**src/rtl/palette_rle_sprite_decoder_unit_defines.svh**
```systemverilog
// ----------------------------------------------------------------------------
// Assertion macros for the palette RLE sprite decoder
// Shared concurrent assertion forms, clocked on the rising edge and
// disabled while reset is high.
// ----------------------------------------------------------------------------
`ifndef PALETTE_RLE_SPRITE_DECODER_UNIT_DEFINES_SVH
`define PALETTE_RLE_SPRITE_DECODER_UNIT_DEFINES_SVH

// Consequent must hold in the same cycle as the antecedent.
`define PRS_ASSERT_NOW(label, clk, rst, ante, cons) \
   label: assert property (@(posedge clk) disable iff (rst) (ante) |-> (cons)) \
      else $error("prs: same-cycle check failed");

// Consequent must hold in the cycle after the antecedent.
`define PRS_ASSERT_NEXT(label, clk, rst, ante, cons) \
   label: assert property (@(posedge clk) disable iff (rst) (ante) |=> (cons)) \
      else $error("prs: next-cycle check failed");

`endif

```
**src/rtl/prs_pkg.sv**
```systemverilog
// ----------------------------------------------------------------------------
// prs_pkg
// Types, codes and defaults shared by the sprite decoder modules.
// ----------------------------------------------------------------------------
`timescale 1ns / 1ps

package prs_pkg;

   localparam int PALETTE_DEPTH_DEF = 256;
   localparam int POSITION_BITS_DEF = 21;
   localparam int FRAME_W           = 21;
   localparam int QUEUE_DEPTH       = 4;

   localparam logic [7:0]  CTRL_BASE   = 8'h80;
   localparam logic [7:0]  ALPHA_OPAQUE = 8'hFF;
   localparam logic [7:0]  ALPHA_CLEAR  = 8'h00;

   localparam logic        CMD_PALETTE = 1'b0;
   localparam logic        CMD_FRAME   = 1'b1;

   localparam logic [1:0]  MODE_RGB  = 2'd0;
   localparam logic [1:0]  MODE_RGBA = 2'd1;
   localparam logic [1:0]  MODE_BGRA = 2'd2;

   localparam logic [1:0]  ERR_OK      = 2'd0;
   localparam logic [1:0]  ERR_OVERRUN = 2'd1;
   localparam logic [1:0]  ERR_TRUNC   = 2'd2;

   localparam int          CSR_INDEX_W = 3;
   localparam logic [2:0]  REG_KEY_RED      = 3'd0;
   localparam logic [2:0]  REG_KEY_GREEN    = 3'd1;
   localparam logic [2:0]  REG_KEY_BLUE     = 3'd2;
   localparam logic [2:0]  REG_OUT_MODE     = 3'd3;
   localparam logic [2:0]  REG_FRAME_PIXELS = 3'd4;

   localparam logic [FRAME_W-1:0] FRAME_PIXELS_RST = 21'd1048576;
   localparam logic [7:0]         KEY_RST          = 8'd255;

   typedef enum logic [1:0] {
      KIND_WRITE,
      KIND_KEY,
      KIND_PIXEL,
      KIND_MARKER
   } kind_type;

   typedef struct packed {
      logic       cmd;
      logic [7:0] pal_index;
      logic [7:0] pal_red;
      logic [7:0] pal_green;
      logic [7:0] pal_blue;
      logic [7:0] code_byte;
      logic       frame_end;
   } req_type;

   typedef struct packed {
      logic [7:0] chan_first;
      logic [7:0] chan_second;
      logic [7:0] chan_third;
      logic [7:0] alpha;
      logic [6:0] repeat_res;
      logic       end_of_frame;
      logic [1:0] error_code;
   } rsp_type;

   // one classified item between front and back
   typedef struct packed {
      kind_type    kind;
      logic [7:0]  index;
      logic [23:0] rgb;
      logic        in_range;
      logic [6:0]  repeat_res;
      logic        end_of_frame;
      logic [1:0]  error_code;
   } entry_type;

   typedef struct packed {
      logic [7:0] key_red;
      logic [7:0] key_green;
      logic [7:0] key_blue;
      logic [1:0] out_mode;
   } cfg_type;

endpackage

```
**src/rtl/prs_fifo.sv**
```systemverilog
// ----------------------------------------------------------------------------
// prs_fifo
// Short queue of classified entries between front and back.
// ----------------------------------------------------------------------------
`timescale 1ns / 1ps
`include "palette_rle_sprite_decoder_unit_defines.svh"

module prs_fifo (
   input  logic               clock,
   input  logic               reset,
   input  logic               push,
   input  prs_pkg::entry_type push_entry,
   output logic               full,
   input  logic               pop,
   output logic               head_valid,
   output prs_pkg::entry_type head_entry
);

   localparam int DEPTH = prs_pkg::QUEUE_DEPTH;
   localparam int PTR_W = $clog2(DEPTH);
   localparam int CNT_W = $clog2(DEPTH + 1);

   prs_pkg::entry_type entries_ff [DEPTH];
   logic [PTR_W-1:0]   wr_ptr_ff, wr_ptr_in;
   logic [PTR_W-1:0]   rd_ptr_ff, rd_ptr_in;
   logic [CNT_W-1:0]   cnt_ff, cnt_in;

   assign full       = cnt_ff == CNT_W'(DEPTH);
   assign head_valid = cnt_ff != '0;
   assign head_entry = entries_ff[rd_ptr_ff];

   always_comb begin
      wr_ptr_in = push ? wr_ptr_ff + PTR_W'(1) : wr_ptr_ff;
      rd_ptr_in = pop  ? rd_ptr_ff + PTR_W'(1) : rd_ptr_ff;
      cnt_in    = cnt_ff;
      if (push && !pop) begin
         cnt_in = cnt_ff + CNT_W'(1);
      end else if (pop && !push) begin
         cnt_in = cnt_ff - CNT_W'(1);
      end
   end

   always_ff @(posedge clock) begin
      if (push) begin
         entries_ff[wr_ptr_ff] <= push_entry;
      end
   end

   always_ff @(posedge clock) begin
      if (reset) begin
         wr_ptr_ff <= '0;
         rd_ptr_ff <= '0;
         cnt_ff    <= '0;
      end else begin
         wr_ptr_ff <= wr_ptr_in;
         rd_ptr_ff <= rd_ptr_in;
         cnt_ff    <= cnt_in;
      end
   end

   `PRS_ASSERT_NOW(a_no_push_full, clock, reset, push, !full)
   `PRS_ASSERT_NOW(a_no_pop_empty, clock, reset, pop, head_valid)
   `PRS_ASSERT_NEXT(a_cnt_grows, clock, reset, push && !pop, cnt_ff == ($past(cnt_ff) + CNT_W'(1)))

endmodule

```
**config.mk**
```make
export PLATFORM = sky130hd
export DESIGN_NAME = prs_fifo
export DESIGN_NICKNAME = d
export VERILOG_FILES = /design/src/rtl/prs_pkg.sv /design/src/rtl/prs_fifo.sv
export VERILOG_INCLUDE_DIRS = /design/src /design/src/rtl
export SDC_FILE = /design/constraint.sdc
export NUM_CORES = 1
export LEC_CHECK = 0
export ABC_AREA = 1
export BUFFER_PORTS_ARGS = -buffer_cell sky130_fd_sc_hd__buf_4
export CAP_MARGIN = 20
export CORE_MARGIN = 2
export CORE_UTILIZATION = 51
export DETAILED_ROUTE_END_ITERATION = 7
export PLACE_DENSITY = 0.75
export SYNTH_ARGS = -nofsm -noshare
export SYNTH_HDL_FRONTEND = slang
export SYNTH_SLANG_ARGS = --single-unit
```
**constraint.sdc**
```tcl
create_clock -name clock -period 1.9 [get_ports clock]
set_input_delay 0.285 -clock clock [delete_from_list [all_inputs] [get_ports clock]]
set_output_delay 0.285 -clock clock [all_outputs]
set_load 0.1 [all_outputs]
```
# After elaboration in Yosys (flattened, before gate mapping)
# Memories as Yosys holds them, arrays and structs flattened. A register that Yosys moved wholly into a read port is not among the register bits.
# Index checks and enable logic that the tools add are counted.
[totals]
out_inout_bits = 47
ramBits = 180
reg_bits = 7
in_bits = 49
mem_count = 1
elab_cells = 21
[memory_table]
columns = ["name", "depth", "width", "rd", "rd_clocked_by_memory_dff", "write_ports", "line", "text"]
rows = [
  ["entries_ff", 4, 45, 1, 1, 1, "prs_fifo.sv:23", "prs_pkg::entry_type entries_ff [DEPTH];"],
]
[op_classes]
reduce_logical = 6
n_addsub = 4
muxes = 6
eq_ne = 1
[ops]
columns = ["op", "n"]
rows = [
  ["2-to-1 mux 3 bit", 2],
  ["adder 2 x 1 -> 2 bit (second input constant)", 2],
  ["2-to-1 mux 2 bit", 2],
  ["adder 3 x 1 -> 3 bit (second input constant)", 1],
  ["equality test 3 bit (second input constant)", 1],
  ["nonzero test 3 bit", 1],
  ["subtractor 3 x 1 -> 3 bit (second input constant)", 1],
  ["logical AND 1 bit", 2],
  ["zero test 1 bit", 2],
  ["2-to-1 mux 1 bit", 2],
  ["nonzero test 2 bit", 1],
]

# Logic depth before layout (Yosys ltp)
[depth]
word_depth = 4
depth_mapped = 10
mapped_depth_nobuf = 10

# Least setup slack after synthesis
# OpenSTA, ideal clock, no wires.
[synth_timing]
path_kind = "flip-flop to output port"
startpoint = "register cnt_ff[0]"
endpoint = "output full"
setup_slack_ns = -0.803
n_path_buf = 0
t_required_ns = 1.615
stages_incl_launch_ff = 2
arrival_ns = 2.418
path_cell_list = "dfxtp_1 > nor3_1"
[synth_via]
elab_chain_len = 1
[synth_rtl]
columns = ["item", "line", "text"]
rows = [
  ["start, declared", "prs_fifo.sv:26", "logic [CNT_W-1:0] cnt_ff, cnt_in;"],
  ["start signal, assigned", "prs_fifo.sv:57", "cnt_ff <= cnt_in;"],
  ["equality test 3 bit", "prs_fifo.sv:28", "assign full = cnt_ff == CNT_W'(DEPTH);"],
  ["end, declared", "prs_fifo.sv:13", "output logic full,"],
]
# Every way passes these cells.

==> impl_results.md <==
- CTS Buffer Depth: 2
- CTS Sinks: roughly 190
- Peak Freq: 495 MHz
- CP max stage cell: dfxtp_4
- Die width: ~120 µm
- Min Tclk post-route: approximately 2000 ps
- RD Place Congestion: 0.706
- Clock root buffer: clkbuf_16
- Worst-Skew Late Latency: about 440 ps
- Die span in y: ~120 µm
- Yosys reg bits: 189
- CTS Hold Bufs: 0
- Vias in the first global route: between 4000 and 5000
- YS warnings: 0
- Max-slew violations: 0
- DIE AREA: 15200 µm²
- Drt via density: between 5 and 6
- Worst path cell trace: buf_8 -> inv_16 -> clkbuf_16 -> o21ai_2 -> o22ai_2 -> buf_12
- WS Path Type: reg2out
- Crit start category: register
- Setup ws final: -119 ps
- Clk_skew: between 4 and 5 ps
- Initial DRC Count: 354
- Cell Pwr Density: between 1000 and 1500 nW/µm²
- Share of cells above drive strength 1: 44.4%
- Synth area leaders: edfxtp_1 75%, nor2_1 5.0%, o21ai_1 4.1%, o22ai_1 3.9%, dfxtp_1 2.5%
- Worst EP required: around 1600 ps
- GR Util All Layers: 23.8%
- Library cells used by synthesis: 22
- Syn Nets: between 500 and 600
- CTS tree: yes
- Detailed-route DRC error count: 0
- Max VDD drop: 0.794 mV
- Starting Density: between 50% and 60%
- PortBufs: 95
- Row cnt: 43
- Cells after Synth: approximately 490
- Hold WC Path Type: in2reg
- Status: finished, violations left
- Top cell type's share of synthesized area: 74.5%
- Nets@finish: 685
- CP top delay family: buffers and inverters
- DRT Pass-1 Iters: 5
- Sequential fraction of the synthesis area: between 70% and 80%
- ANT nets after route: 0
- Worst setup EP type: primary output
- Top Ports: 96
- First-pass GRT wire length: around 26 mm
- Final Hold Vio Count: 0
- Failing checks: negative setup slack
- Sum of negative setup slack: -3390 ps
- Placed cells: between 700 and 800
- Clock slew at reported path FFs: approximately 70 ps
- Largest net degree at the start of global routing: 29
- Crit-path max cell delay: between 300 and 400 ps
- Placeable Area: between 10000 and 15000 µm²
- Avg Inst Size Synth: about 15 µm²
- Post-Synthesis Cell Area: approximately 7300 µm²
- DRT Wirelength: around 19 mm
- Final HPWL DP: 9.43 mm
- Buffers and inverters on the worst path: 4
- Non-Filler Instances: between 800 and 900
- Htree depth: 4
- Final period util: 106%
- Gr ovfl total: 0
- Final Cell Area: 10500 µm²
- Setup violators final: 45
- Via count: 4808
- Fillers: 751
- Area Growth Syn to Fin: 44.9%
- Placed standard-cell area: around 8500 µm²
- RSZ-0062 raised after global routing: true
- Yosys top cell by area: edfxtp_1
- Max-Cap Viols: 0
- CP Data Arrival Time: about 1700 ps
- Worst-margin pin slew: 356 ps
- R2r setup slk: approximately 400 ps
- Worst-path fanout max: 8
- Pleak: 3.80 nW
- Total CTS buffers: 17
- Max-slew headroom: around 76%
- Antenna cells: 0
- Initial antenna violation count: 0
- DR WL/cell: between 20 and 25 µm
## logic make-up after synthesis
logic type,share of synthesized area [%]
AO/OA/AOI/OAI,10.6
XOR/XNOR,0.121
adder cells (fa/ha/maj),1.14
buffers and inverters,5.33
flip-flops,77.0
AND/OR/NAND/NOR,5.76
## final timing paths
kind	startpoint	end	cells after the start
hold reg to reg	rd_ptr_ff[1]	register	1
setup reg to reg	wr_ptr_ff[0]	entries_ff[0][38]	5
setup / recovery	register	head_entry[4]	6
hold / removal	reset	cnt_ff[0]	2
## what timing repair did
action | 4_1_cts | 5_1_grt
pin swaps | 20 | 40
gates resized for setup | 153 | 101
hold endpoints to repair | 0 | 0
setup buffers | 8 | 3
endpoints found under the setup margin | 45 | 45
gates cloned | 6 | 13
## synthesized netlist by cell type
master / count
nand4_1: 1
buf_6: 7
clkinv_2: 1
edfxtp_1: 180
dfxtp_1: 9
o21ai_0: 35
inv_12: 1
nor3_1: 1
nor2_1: 97
ha_1: 5
buf_8: 4
buf_2: 8
o22ai_1: 45
o21ai_1: 60
nand2_1: 10
buf_4: 4
buf_12: 5
inv_1: 15
fa_1: 1
a21oi_1: 3
xor2_1: 1
nand3_1: 1
## routing by layer
layer | GRT usage, % | routed length, µm | up-vias
li1 | - | - | 2123
met1 | 28.2 | 7170 | 2407
met2 | 40.8 | 9930 | 237
met3 | 6.78 | 1520 | 41
met4 | 10.1 | 544 | 0
met5 | 0 | 0 | -
## final cells by class
cell class / count / area, µm² / share of cell area, %
Sequential cell: 189 / 5590 / 53.2
Timing Repair Buffer: 141 / 2130 / 20.3
Multi-Input combinational cell: 260 / 1840 / 17.5
Clock buffer: 18 / 429 / 4.08
Tap cell: 180 / 225 / 2.14
Clock inverter: 13 / 166 / 1.58
Inverter: 17 / 82.6 / 0.786
Timing Repair inverter: 4 / 45.0 / 0.428
## cell usage in the layout (no fill, tap or decap), types with 2 or more instances in the layout
cell / n
edfxtp_1: 180
nor2_1: 71
buf_12: 61
buf_4: 58
o21ai_1: 46
o22ai_2: 40
o21ai_2: 27
clkbuf_16: 25
nor2_2: 19
o21ai_0: 19
inv_1: 11
nand2_1: 10
nor2_4: 7
dfxtp_1: 7
buf_16: 6
o22ai_4: 5
ha_1: 5
buf_8: 5
inv_2: 4
inv_6: 4
o21ai_4: 3
a21oi_1: 3
clkinv_4: 3
clkinvlp_4: 3
bufinv_16: 3
buf_6: 3
dfxtp_4: 2
clkinv_2: 2
## report_power, final
group	switching [W]	internal (W)	leakage [nW]
sequential	0.0000773	0.00475	1.73
combinational	0.00184	0.00104	1.79
clock	0.00153	0.00207	0.283
## sequential cells by signal, indices dropped and copies added (netlist names), named ones only
| name | cells |
|---|---|
| cnt_ff | 3 |
| entries_ff | 180 |
| rd_ptr_ff | 2 |
| wr_ptr_ff | 2 |
## per-stage QoR
| stage | setup WS, ps | power, W | utilization, % | hold slack (ps) |
|---|---|---|---|---|
| after floorplan | 30.4 | 0.00652 | - | 357 |
| after global placement | 303 | 0.00697 | 61.1 | 447 |
| after detailed placement | 274 | 0.00702 | 61.1 | 436 |
| after CTS | -86.9 | 0.0111 | 71.3 | 8.59 |
| after global routing | -146 | 0.0116 | 75.7 | 22.5 |
| final | -119 | 0.0113 | 75.7 | 19.4 |
No activity file was read; power rests on OpenSTA's default activity.
