`src/rtl/palette_rle_sprite_decoder_unit_defines.svh`:
```
// ----------------------------------------------------------------------------
// Assertion macros for the palette RLE sprite decoder
// Shared concurrent assertion forms, clocked on the rising edge and
// disabled while reset is high.
// ----------------------------------------------------------------------------
`ifndef PALETTE_RLE_SPRITE_DECODER_UNIT_DEFINES_SVH
`define PALETTE_RLE_SPRITE_DECODER_UNIT_DEFINES_SVH

// Consequent must hold in the same cycle as the antecedent.
`define PRS_ASSERT_NOW(label, clk, rst, ante, cons) \
   label: assert property (@(posedge clk) disable iff (rst) (ante) |-> (cons)) \
      else $error("prs: same-cycle check failed");

// Consequent must hold in the cycle after the antecedent.
`define PRS_ASSERT_NEXT(label, clk, rst, ante, cons) \
   label: assert property (@(posedge clk) disable iff (rst) (ante) |=> (cons)) \
      else $error("prs: next-cycle check failed");

`endif

```
`src/rtl/prs_pkg.sv`:
```
// ----------------------------------------------------------------------------
// prs_pkg
// Types, codes and defaults shared by the sprite decoder modules.
// ----------------------------------------------------------------------------
`timescale 1ns / 1ps

package prs_pkg;

   localparam int PALETTE_DEPTH_DEF = 256;
   localparam int POSITION_BITS_DEF = 21;
   localparam int FRAME_W           = 21;
   localparam int QUEUE_DEPTH       = 4;

   localparam logic [7:0]  CTRL_BASE   = 8'h80;
   localparam logic [7:0]  ALPHA_OPAQUE = 8'hFF;
   localparam logic [7:0]  ALPHA_CLEAR  = 8'h00;

   localparam logic        CMD_PALETTE = 1'b0;
   localparam logic        CMD_FRAME   = 1'b1;

   localparam logic [1:0]  MODE_RGB  = 2'd0;
   localparam logic [1:0]  MODE_RGBA = 2'd1;
   localparam logic [1:0]  MODE_BGRA = 2'd2;

   localparam logic [1:0]  ERR_OK      = 2'd0;
   localparam logic [1:0]  ERR_OVERRUN = 2'd1;
   localparam logic [1:0]  ERR_TRUNC   = 2'd2;

   localparam int          CSR_INDEX_W = 3;
   localparam logic [2:0]  REG_KEY_RED      = 3'd0;
   localparam logic [2:0]  REG_KEY_GREEN    = 3'd1;
   localparam logic [2:0]  REG_KEY_BLUE     = 3'd2;
   localparam logic [2:0]  REG_OUT_MODE     = 3'd3;
   localparam logic [2:0]  REG_FRAME_PIXELS = 3'd4;

   localparam logic [FRAME_W-1:0] FRAME_PIXELS_RST = 21'd1048576;
   localparam logic [7:0]         KEY_RST          = 8'd255;

   typedef enum logic [1:0] {
      KIND_WRITE,
      KIND_KEY,
      KIND_PIXEL,
      KIND_MARKER
   } kind_type;

   typedef struct packed {
      logic       cmd;
      logic [7:0] pal_index;
      logic [7:0] pal_red;
      logic [7:0] pal_green;
      logic [7:0] pal_blue;
      logic [7:0] code_byte;
      logic       frame_end;
   } req_type;

   typedef struct packed {
      logic [7:0] chan_first;
      logic [7:0] chan_second;
      logic [7:0] chan_third;
      logic [7:0] alpha;
      logic [6:0] repeat_res;
      logic       end_of_frame;
      logic [1:0] error_code;
   } rsp_type;

   // one classified item between front and back
   typedef struct packed {
      kind_type    kind;
      logic [7:0]  index;
      logic [23:0] rgb;
      logic        in_range;
      logic [6:0]  repeat_res;
      logic        end_of_frame;
      logic [1:0]  error_code;
   } entry_type;

   typedef struct packed {
      logic [7:0] key_red;
      logic [7:0] key_green;
      logic [7:0] key_blue;
      logic [1:0] out_mode;
   } cfg_type;

endpackage

```
`src/rtl/prs_front.sv`:
```
// ----------------------------------------------------------------------------
// prs_front
// Accepts items, tracks run state and frame position, classifies results.
// ----------------------------------------------------------------------------
`timescale 1ns / 1ps

module prs_front #(
   parameter int PALETTE_DEPTH = prs_pkg::PALETTE_DEPTH_DEF,
   parameter int POSITION_BITS = prs_pkg::POSITION_BITS_DEF
) (
   input  logic                          clock,
   input  logic                          reset,
   input  logic                          req_valid,
   output logic                          req_ready,
   input  prs_pkg::req_type              req_payload,
   input  logic [prs_pkg::FRAME_W-1:0]   frame_pixels,
   input  logic                          queue_full,
   output logic                          push,
   output prs_pkg::entry_type            push_entry
);

   localparam int LIM_W = (POSITION_BITS > prs_pkg::FRAME_W) ? POSITION_BITS
                                                             : prs_pkg::FRAME_W;

   logic [7:0]               lit_ff, lit_in;
   logic [POSITION_BITS-1:0] pos_ff, pos_in;
   logic                     ovs_ff, ovs_in;

   logic                     accept;
   logic [LIM_W-1:0]         fp_ext, max_ext, lim_wide;
   logic [POSITION_BITS-1:0] lim;
   logic [6:0]               step_n;
   logic [POSITION_BITS:0]   np;
   logic                     over;
   logic [7:0]               lit_dec;
   logic                     idx_ok, code_ok;

   assign req_ready = !queue_full;
   assign accept    = req_valid && req_ready;

   // limit is frame_pixels capped to the largest position value
   assign fp_ext   = LIM_W'(frame_pixels);
   assign max_ext  = LIM_W'({POSITION_BITS{1'b1}});
   assign lim_wide = (fp_ext > max_ext) ? max_ext : fp_ext;
   assign lim      = lim_wide[POSITION_BITS-1:0];

   assign step_n  = (lit_ff == 8'd0) ? req_payload.code_byte[6:0] : 7'd1;
   assign np      = {1'b0, pos_ff} + (POSITION_BITS + 1)'(step_n);
   assign over    = np > {1'b0, lim};
   assign lit_dec = lit_ff - 8'd1;

   assign idx_ok  = {1'b0, req_payload.pal_index} < 9'(PALETTE_DEPTH);
   assign code_ok = {1'b0, req_payload.code_byte} < 9'(PALETTE_DEPTH);

   always_comb begin
      lit_in     = lit_ff;
      pos_in     = pos_ff;
      ovs_in     = ovs_ff;
      push       = 1'b0;
      push_entry = '0;
      push_entry.index        = req_payload.code_byte;
      push_entry.rgb          = {req_payload.pal_red, req_payload.pal_green,
                                 req_payload.pal_blue};
      push_entry.in_range     = code_ok;
      push_entry.end_of_frame = req_payload.frame_end;
      push_entry.error_code   = prs_pkg::ERR_OK;
      if (accept) begin
         if (req_payload.cmd == prs_pkg::CMD_PALETTE) begin
            push                = 1'b1;
            push_entry.kind     = prs_pkg::KIND_WRITE;
            push_entry.index    = req_payload.pal_index;
            push_entry.in_range = idx_ok;
         end else if (lit_ff == 8'd0) begin
            if (req_payload.code_byte > prs_pkg::CTRL_BASE) begin
               push                  = 1'b1;
               push_entry.kind       = prs_pkg::KIND_KEY;
               push_entry.repeat_res = step_n;
               if (over || ovs_ff) begin
                  push_entry.error_code = prs_pkg::ERR_OVERRUN;
               end
               if (over) begin
                  pos_in = lim;
                  ovs_in = 1'b1;
               end else begin
                  pos_in = np[POSITION_BITS-1:0];
               end
            end else if (req_payload.frame_end) begin
               push            = 1'b1;
               push_entry.kind = prs_pkg::KIND_MARKER;
               if (req_payload.code_byte != 8'd0) begin
                  push_entry.error_code = prs_pkg::ERR_TRUNC;
               end else if (ovs_ff) begin
                  push_entry.error_code = prs_pkg::ERR_OVERRUN;
               end
            end else begin
               lit_in = req_payload.code_byte;
            end
         end else begin
            push                  = 1'b1;
            push_entry.kind       = prs_pkg::KIND_PIXEL;
            push_entry.repeat_res = 7'd1;
            lit_in                = lit_dec;
            if (over || ovs_ff) begin
               push_entry.error_code = prs_pkg::ERR_OVERRUN;
            end else if (req_payload.frame_end && lit_dec != 8'd0) begin
               push_entry.error_code = prs_pkg::ERR_TRUNC;
            end
            if (over) begin
               pos_in = lim;
               ovs_in = 1'b1;
            end else begin
               pos_in = np[POSITION_BITS-1:0];
            end
         end
         // frame end resets decode state; palette writes leave it alone
         if (req_payload.cmd == prs_pkg::CMD_FRAME && req_payload.frame_end) begin
            lit_in = 8'd0;
            pos_in = '0;
            ovs_in = 1'b0;
         end
      end
   end

   always_ff @(posedge clock) begin
      if (reset) begin
         lit_ff <= 8'd0;
         pos_ff <= '0;
         ovs_ff <= 1'b0;
      end else begin
         lit_ff <= lit_in;
         pos_ff <= pos_in;
         ovs_ff <= ovs_in;
      end
   end

endmodule

```
`config.mk`:
```
export PLATFORM = sky130hd
export DESIGN_NAME = prs_front
export DESIGN_NICKNAME = d
export VERILOG_FILES = /design/src/rtl/palette_rle_sprite_decoder_unit_defines.svh /design/src/rtl/prs_pkg.sv /design/src/rtl/prs_front.sv
export SDC_FILE = /design/constraint.sdc
export NUM_CORES = 1
export LEC_CHECK = 0
export ABC_AREA = 1
export BUFFER_PORTS_ARGS = -buffer_cell sky130_fd_sc_hd__buf_2
export CAP_MARGIN = 20
export CORE_MARGIN = 8
export CORE_UTILIZATION = 55
export DETAILED_ROUTE_END_ITERATION = 6
export GPL_TIMING_DRIVEN = 0
export HOLD_SLACK_MARGIN = 0.05
export PLACE_DENSITY = 0.95
export RECOVER_POWER = 100
export SKIP_LAST_GASP = 1
export SLEW_MARGIN = 20
export SYNTH_ARGS = -nofsm -noshare
export SYNTH_HDL_FRONTEND = slang
export SYNTH_SLANG_ARGS = --single-unit
```
`constraint.sdc`:
```
create_clock -name clock -period 12.37 [get_ports clock]
set_input_delay 1.8555 -clock clock [delete_from_list [all_inputs] [get_ports clock]]
set_output_delay 1.8555 -clock clock [all_outputs]
set_load 0.05 [all_outputs]
```
======== Word-level counts from Yosys, hierarchy flattened ========
Index checks and enable logic that the tools add are counted.
word-level totals
  bits of input ports ..................... 67
  flip-flop bits (word level) ............. 30
operators by class
  reduce and logical (&&, ||, !) cells .... 11
  mux-type cells .......................... 42
  add/subtract/negate cells ............... 2
  equality and inequality tests ........... 3
  order comparisons ....................... 3
operators by type and width
  operator                                                number
  two-way mux 21 bit                                      6
  two-way mux 8 bit                                       6
  two-way mux 7 bit                                       5
  two-way mux 2 bit                                       12
  adder 21 x 7 -> 22 bit                                  1
  greater-than comparator 22 x 21 -> 1 bit                1
  greater-than comparator 21 bit (second input constant)  1
  nonzero test 8 bit                                      2
  two-way mux 1 bit                                       12
  two-way mux 10 bit                                      1
  greater-than comparator 8 bit (second input constant)   1
  logical NOT 8 bit                                       1
  subtractor 8 x 1 -> 8 bit (second input constant)       1
  inequality test 3 x 2 -> 1 bit (second input constant)  2
  AND reduction 4 bit                                     1
  logical AND 1 bit                                       3
  inequality test 3 x 1 -> 1 bit (second input constant)  1
  AND reduction 3 bit                                     1
  nonzero test 2 bit                                      1
  logical NOT 1 bit                                       1
  logical OR 1 bit                                        1

======== Longest topological paths before layout ========
Gate-level depths: netlist of the first run.
  depth in word-level cells ............... 10
  gate-level depth with buffers ........... 32

======== Least setup slack after synthesis of the first run ========
OpenSTA, ideal clock, no wires.
  kind .................................... input to output
  start ................................... input port req_payload[3] in the netlist's numbering
  end ..................................... output port push_entry[1] in the netlist's numbering
  setup slack ............................. 5355 ps
  stages .................................. 21
  arrival ................................. 5159 ps
  cells stage by stage .................... inv_1 -> nor2_1 -> ha_1 -> inv_1 -> nand2_1 -> and2_1 -> nand2_1 -> nand2_1 -> nand2_1 -> nor2_1 -> xnor2_1 -> inv_1 -> ha_1 -> nand2_1 -> nor4_1 -> nand2_1 -> nand3b_2 -> nand2_4 -> buf_6 -> nand4_1 -> a21oi_1
RTL lines
  element          RTL line         source
  start, declared  prs_front.sv:15  input prs_pkg::req_type req_payload,
  end, declared    prs_front.sv:19  output prs_pkg::entry_type push_entry

==> impl_metrics.env, run 1 <==
export IMPL_vdd_ir_drop_max_mv=0.0419
export IMPL_drtPass1Iterations=5
export IMPL_drt_total_wl_um=10900
export IMPL_areaGrowthSynthToFinish_pct=14.4
export IMPL_synth_common_cells="nand2_1 (175), inv_1 (115), nand3_1 (60)"
export IMPL_cts_root_buf="clkbuf_8"
export IMPL_avgRoutedWirePerCell_um=13.6
export IMPL_seq_area_frac_synth_pct=16.5
export IMPL_ys_ff_latch=30
export IMPL_n_fill_cell=611
export IMPL_worst_pin_slew_ns=0.635
export IMPL_finalSetupViolations=0
export IMPL_wl_met3_um=1060
export IMPL_period_minus_slack_ns=7.98
export IMPL_io_buffers=87
export IMPL_ctsHoldBuffers=0
export IMPL_synth_mux_area_share_pct=0
export IMPL_endpoint_kind="output port"
export IMPL_io_pins=114
export IMPL_synth_most_common_cell="nand2_1"
export IMPL_die_y_um=97.4
export IMPL_grt_max_degree=11
export IMPL_yosys_warnings=0
export IMPL_synth_top_family_by_area="simple AND/OR/NAND/NOR gates"
export IMPL_holdCritPathClass="reg2reg"
export IMPL_met1_length_um=4380
export IMPL_drive_gt1_share_pct=12.9
export IMPL_die_area_mm2=0.00949
export IMPL_ys_async_sr_fraction_pct=0
export IMPL_ff_latch_area_um2=601
export IMPL_syn_nets=729
export IMPL_synth_main_ff_cell="dfxtp_1"
export IMPL_path_max_fanout=10
export IMPL_cts_made_buffers=5
export IMPL_max_cap_violations=0
export IMPL_critical_path_startpoint="req_payload[6]"
export IMPL_crit_path_end="push_entry[1]"
export IMPL_layout_nets=823
export IMPL_critPathLaunchType="input port"
export IMPL_hold_worst_slack_ns=0.475
export IMPL_powerDensity_mw_per_mm2=72.2
export IMPL_start_util_pct=57.1
export IMPL_antenna_found_initial=0
export IMPL_synthAdderAreaFrac_pct=11.2
export IMPL_post_synth_num_cell_types=39
export IMPL_gr_total_overflow=0
export IMPL_yosysTopAreaCell="nand2_1"
export IMPL_syn_area_mm2=0.00365
export IMPL_met2_length_um=5130
export IMPL_rsz0062_at_grt="no"
export IMPL_highest_layer="met4"
export IMPL_dp_hpwl_um=9100
export IMPL_p_leak_nw=2.37
export IMPL_clkLatencyLatePin_ns=0.29
export IMPL_fin_crit_sh_pct=64.5
export IMPL_path_clk_slew_ns=0.06
export IMPL_core_area_mm2=0.00639
export IMPL_worstPathRequired_ns=10.51
export IMPL_dp_slack_ns=4.99
export IMPL_multi_input_area_mm2=0.00230
export IMPL_grt_pass1_vias=4313
export IMPL_reg2reg_depth=26
export IMPL_synth_compound_area_share_pct=10.9
export IMPL_postSynthCellCount=630
export IMPL_h_tree_depth=2
export IMPL_synth_top_cell_area_share_pct=18.0
export IMPL_syn_avg_cell_area_um2=5.79
export IMPL_status="complete, no violations"
export IMPL_tns_ns=0
export IMPL_row_count=29
export IMPL_r2r_setup_slack_ns=7.32
export IMPL_ys_top_cells_by_area="nand2_1 (18%), dfxtp_1 (16%), inv_1 (12%)"
export IMPL_cts_sinks=30
export IMPL_drtIter0Drc=303
export IMPL_synth_edf_count=0
export IMPL_skew_ns=0.00449
export IMPL_arrival_ns=6.12
export IMPL_cts_resized=0
export IMPL_crit_type="in2out"
export IMPL_post_synth_and_or_nand_nor_area_fraction_pct=37.7
export IMPL_finalHoldViolCount=0
export IMPL_fin_ws_ns=4.39
export IMPL_diodes=0
export IMPL_slew_headroom_pct=57.9
export IMPL_clock_path_buffers=2
export IMPL_die_x_um=97.4
export IMPL_max_freq_mhz=125
export IMPL_drc_errors=0
export IMPL_grt_pass1_wl_um=18800
export IMPL_ant_nets=0
export IMPL_slew_viol_final=0
export IMPL_timing_rr_start="lit_ff[0]$_SDFFE_PP0P_"
export IMPL_globalplace_congestion=0.938
export IMPL_post_cts_buffers=0
export IMPL_track_usage_pct=22.9
export IMPL_vias_per_cell=5.33
export IMPL_synth_xor_area_share_pct=3.60
export IMPL_num_vias=4260
export IMPL_cts_tree="built"
export IMPL_r2r_end="pos_ff[10]$_SDFFE_PP0P_"
==> routing by layer <==
layer	vias up	track usage, %
met2	222	41.1
met3	28	6.26
met1	1879	24.4
li1	2131	-
met4	0	9.91
met5	-	0
==> layout make-up <==
cell class / instances / area share, %
tap: 77 / 2.31
clock buffer: 6 / 1.98
sequential: 30 / 14.4
buffer: 42 / 6.39
inverter: 119 / 10.7
multi-input combinational: 439 / 55.2
timing repair buffer: 87 / 9.06
==> metrics by stage <==
stage          cells  utilization [%]  area, um^2  power, W
4_1_cts          800             66.7        4260  0.000303
6_report         800             65.3        4170  0.000301
5_1_grt          800             65.3        4170  0.000318
3_5_place_dp     794             65.4        4180  0.000224
2_1_floorplan    630                -        3650  0.000192
3_3_place_gp     794             65.4        4180  0.000220
==> report_power, final <==
| part | switching, W | internal (W) |
|---|---|---|
| Combinational | 0.0000861 | 0.0000358 |
| Sequential | 0.00000119 | 0.0000982 |
| Clock | 0.0000370 | 0.0000428 |
==> layout by cell type, fill, tap and decap left out <==
| cell type | netlist | routed |
|---|---|---|
| o22ai_1 | 1 | 1 |
| o21ai_4 | 1 | 1 |
| or2_2 | 1 | 1 |
| a211oi_1 | 1 | 1 |
| a22oi_1 | 3 | 3 |
| o2111ai_1 | 1 | 1 |
| dfxtp_1 | 30 | 30 |
| nand3b_1 | 4 | 5 |
| conb_1 | 1 | 1 |
| clkbuf_8 | 0 | 6 |
| inv_1 | 115 | 115 |
| nand2_2 | 2 | 1 |
| o21ai_0 | 20 | 21 |
| clkbuf_1 | 6 | 55 |
| nor2_1 | 52 | 52 |
| o21bai_1 | 2 | 2 |
| and2_1 | 1 | 1 |
| inv_2 | 4 | 4 |
| fa_1 | 1 | 1 |
| nand2_1 | 175 | 177 |
| nor3_2 | 1 | 1 |
| nor3_1 | 8 | 8 |
| xor2_1 | 11 | 11 |
| xnor2_1 | 4 | 4 |
| buf_4 | 27 | 27 |
| o311ai_0 | 1 | 1 |
| ha_1 | 31 | 31 |
| a31o_2 | 1 | 1 |
| nand4_2 | 1 | 1 |
| a21oi_1 | 37 | 37 |
| nand3_1 | 60 | 60 |
| nor2_2 | 3 | 3 |
| nand4_1 | 8 | 8 |
| nor4_1 | 2 | 2 |
| a21o_1 | 2 | 2 |
| buf_2 | 7 | 47 |
==> logic make-up (layout without fill, tap and decap cells) <==
family,Yosys count,in the layout
and+or+nand+nor,320,320
buffers and inverters,161,254
AOI/OAI and AO/OA,71,71
adders and majority gates,32,32
DFF,30,30
xor gates and xnor gates,15,15
other,1,1
==> flip-flops by register name (all words and copies together) (netlist names) <==
name	cells
lit_ff	8
pos_ff	21
ovs_ff	1
==> worst max-delay path, cell delays in order <==
cell and delay [ns]:
buf_2 0.10, inv_1 0.11, nor2_1 0.09, ha_1 0.38, nand2_1 0.13, nor2_1 0.15, nand2_1 0.06, nand2_1 0.23
nand2_1 0.15, nor2_1 0.15, xnor2_1 0.16, inv_1 0.07, ha_1 0.29, nand2_1 0.09, nor4_1 0.36, nand2_1 0.08
nand3b_1 0.24, nand2_1 0.17, clkbuf_1 0.42, nand4_1 0.16, a21oi_1 0.17, clkbuf_1 0.49
==> worst min-delay path by stage <==
| stage | from | endpoint | slack (ns) | cells past startpoint |
|---|---|---|---|---|
| 2_1_floorplan | pos_ff[0]$_SDFFE_PP0P_ | pos_ff[0]$_SDFFE_PP0P_ | 0.45 | 2 |
| 3_3_place_gp | pos_ff[5]$_SDFFE_PP0P_ | pos_ff[5]$_SDFFE_PP0P_ | 0.46 | 2 |
| 3_5_place_dp | pos_ff[2]$_SDFFE_PP0P_ | pos_ff[2]$_SDFFE_PP0P_ | 0.46 | 2 |
| 4_1_cts | pos_ff[2]$_SDFFE_PP0P_ | pos_ff[2]$_SDFFE_PP0P_ | 0.47 | 2 |
| 6_report | pos_ff[2]$_SDFFE_PP0P_ | pos_ff[2]$_SDFFE_PP0P_ | 0.48 | 2 |
| 5_1_grt | pos_ff[2]$_SDFFE_PP0P_ | pos_ff[2]$_SDFFE_PP0P_ | 0.49 | 2 |
No activity file was read; power rests on OpenSTA's default activity.
==> run 2: changes to the inputs <==
CORE_UTILIZATION = 48   (was 55)
PLACE_DENSITY = 0.9   (was 0.95)
clock period = 6.93 ns   (was 12.37 ns; I/O delays follow)
==> run 2 against run 1 <==
Worst setup slack worse by 3.8 ns. Highest routed layer unchanged. Die area rose by 12%. Critical path type is now reg2out. Clock-buffer cell count decreased by 1.
==> impl_metrics.env, run 2 (same netlist as run 1, synthesis figures left out) <==
export IMPL_status="complete, no violations"
export IMPL_largest_reg_flops=21
export IMPL_multi_input_area_mm2=0.00231
export IMPL_cp_buffers_inverters=8
export IMPL_grt_pass1_wl_um=17200
export IMPL_path_max_fanout=10
export IMPL_clkLatencyLatePin_ns=0.29
export IMPL_gr_total_overflow=0
export IMPL_drc_errors=0
export IMPL_cts_tree="built"
export IMPL_cts_root_buf="clkbuf_8"
export IMPL_reg2reg_depth=29
export IMPL_period_minus_slack_ns=6.39
export IMPL_holdCritPathClass="reg2reg"
export IMPL_core_area_mm2=0.00729
export IMPL_areaGrowthSynthToFinish_pct=16.5
export IMPL_endpoint_kind="output port"
export IMPL_n_fill_cell=779
export IMPL_drive_gt1_share_pct=13.8
export IMPL_vdd_ir_drop_max_mv=0.0665
export IMPL_grt_pass1_vias=4057
export IMPL_worst_path_max_delay_cell="fa_1"
export IMPL_io_pins=114
export IMPL_avgRoutedWirePerCell_um=13.1
export IMPL_finalSetupViolations=0
export IMPL_r2r_end="pos_ff[5]$_SDFFE_PP0P_"
export IMPL_arrival_ns=5.35
export IMPL_grt_max_degree=11
export IMPL_crit_type="reg2out"
export IMPL_track_usage_pct=20.0
export IMPL_clock_path_buffers=2
export IMPL_slew_viol_final=0
export IMPL_critPathLaunchType="register"
export IMPL_powerDensity_mw_per_mm2=135
export IMPL_die_y_um=103
export IMPL_h_tree_depth=2
export IMPL_io_buffers=87
export IMPL_largest_register="pos_ff"
export IMPL_cts_made_buffers=5
export IMPL_dp_hpwl_um=8940
export IMPL_max_freq_mhz=157
export IMPL_timing_rr_start="lit_ff[0]$_SDFFE_PP0P_"
export IMPL_hold_path_depth=2
export IMPL_globalplace_congestion=0.957
export IMPL_critical_path_top_delay_family="simple AND/OR/NAND/NOR gates"
export IMPL_finalHoldViolCount=0
export IMPL_layout_nets=823
export IMPL_place_area_mm2=0.00421
export IMPL_post_cts_buffers=0
export IMPL_hold_path_endpoint="pos_ff[2]$_SDFFE_PP0P_"
export IMPL_cts_resized=0
export IMPL_max_cap_violations=0
export IMPL_fin_crit_sh_pct=92.2
export IMPL_utilization_pct=58.3
export IMPL_tns_ns=0
export IMPL_path_common_cell="inv_1"
export IMPL_path_clk_slew_ns=0.07
export IMPL_drtIter0Drc=252
export IMPL_antenna_found_initial=0
export IMPL_start_util_pct=50.0
export IMPL_ff_latch_area_um2=601
export IMPL_critPathMaxStageDelay_ns=0.40
export IMPL_layout_common_cells="nand2_1 (176), inv_1 (115), nand3_1 (60)"
export IMPL_row_count=31
export IMPL_ant_nets=0
export IMPL_vias_per_cell=5.08
export IMPL_reg_top3="pos_ff: 21 flops, lit_ff: 8 flops, ovs_ff: 1 flops"
export IMPL_p_leak_nw=2.41
export IMPL_diodes=0
export IMPL_rsz0062_at_grt="no"
export IMPL_ctsHoldBuffers=0
export IMPL_critical_path_startpoint="lit_ff[0]$_SDFFE_PP0P_"
export IMPL_die_area_mm2=0.0106
export IMPL_slew_headroom_pct=58.2
export IMPL_drtPass1Iterations=5
export IMPL_worst_pin_slew_ns=0.630
export IMPL_num_vias=4183
export IMPL_worstHoldStart="pos_ff[2]$_SDFFE_PP0P_"
export IMPL_skew_ns=0.00927
export IMPL_final_common_cell="nand2_1"
export IMPL_cts_sinks=30
export IMPL_r2r_setup_slack_ns=1.87
export IMPL_design_area_mm2=0.00425
export IMPL_worstPathRequired_ns=5.89
export IMPL_die_x_um=103
export IMPL_drt_total_wl_um=10800
run 2: how the worst max path moves through the flow:
stage,end,cells after the start
after floorplan,push_entry[1],28
after global placement,push_entry[1],26
after detailed placement,push_entry[1],26
after CTS,push_entry[1],26
after global routing,push_entry[0],29
final,push_entry[1],26
run 2: worst register-to-register path, delay by kind of cell (launching register included):
family	cells	cell delay [ns]
compound gates	2	0.29
xor+xnor	1	0.21
fa+ha+maj	4	1.07
buf+inv	9	1.45
flops	1	0.36
simple gates	13	1.55
run 2: power by group:
group	switching (W)	internal, W	leakage [nW]	total, W
clock network	0.0000737	0.000106	0.0579	0.000180
logic	0.000153	0.0000633	2.11	0.000216
registers	0.00000214	0.000175	0.242	0.000177
run 2: cell type report:
class | count | share of cell area, %
Multi-Input combinational cell | 439 | 54.3
Sequential cell | 30 | 14.1
Inverter | 119 | 10.5
Timing Repair Buffer | 87 | 8.95
Buffer | 42 | 6.63
Tap cell | 99 | 2.92
Clock buffer | 5 | 1.62
Clock inverter | 3 | 0.942
run 2: per-stage QoR:
| step | worst slack (ns) | hold slack [ns] | cells | power (W) |
|---|---|---|---|---|
| global route | 0.116 | 0.488 | 824 | 0.000602 |
| detailed placement | 1.06 | 0.461 | 816 | 0.000399 |
| floorplan | 1.53 | 0.449 | 630 | 0.000343 |
| CTS | 0.739 | 0.470 | 824 | 0.000575 |
| finish | 0.543 | 0.471 | 824 | 0.000573 |
| global placement | 1.20 | 0.460 | 816 | 0.000393 |
run 2: metal layers:
metal  track usage, %  routed length (um)
met3             3.92                1060
met4             6.23                 198
met5                0                   0
met2             36.9                5120
met1             22.4                4460
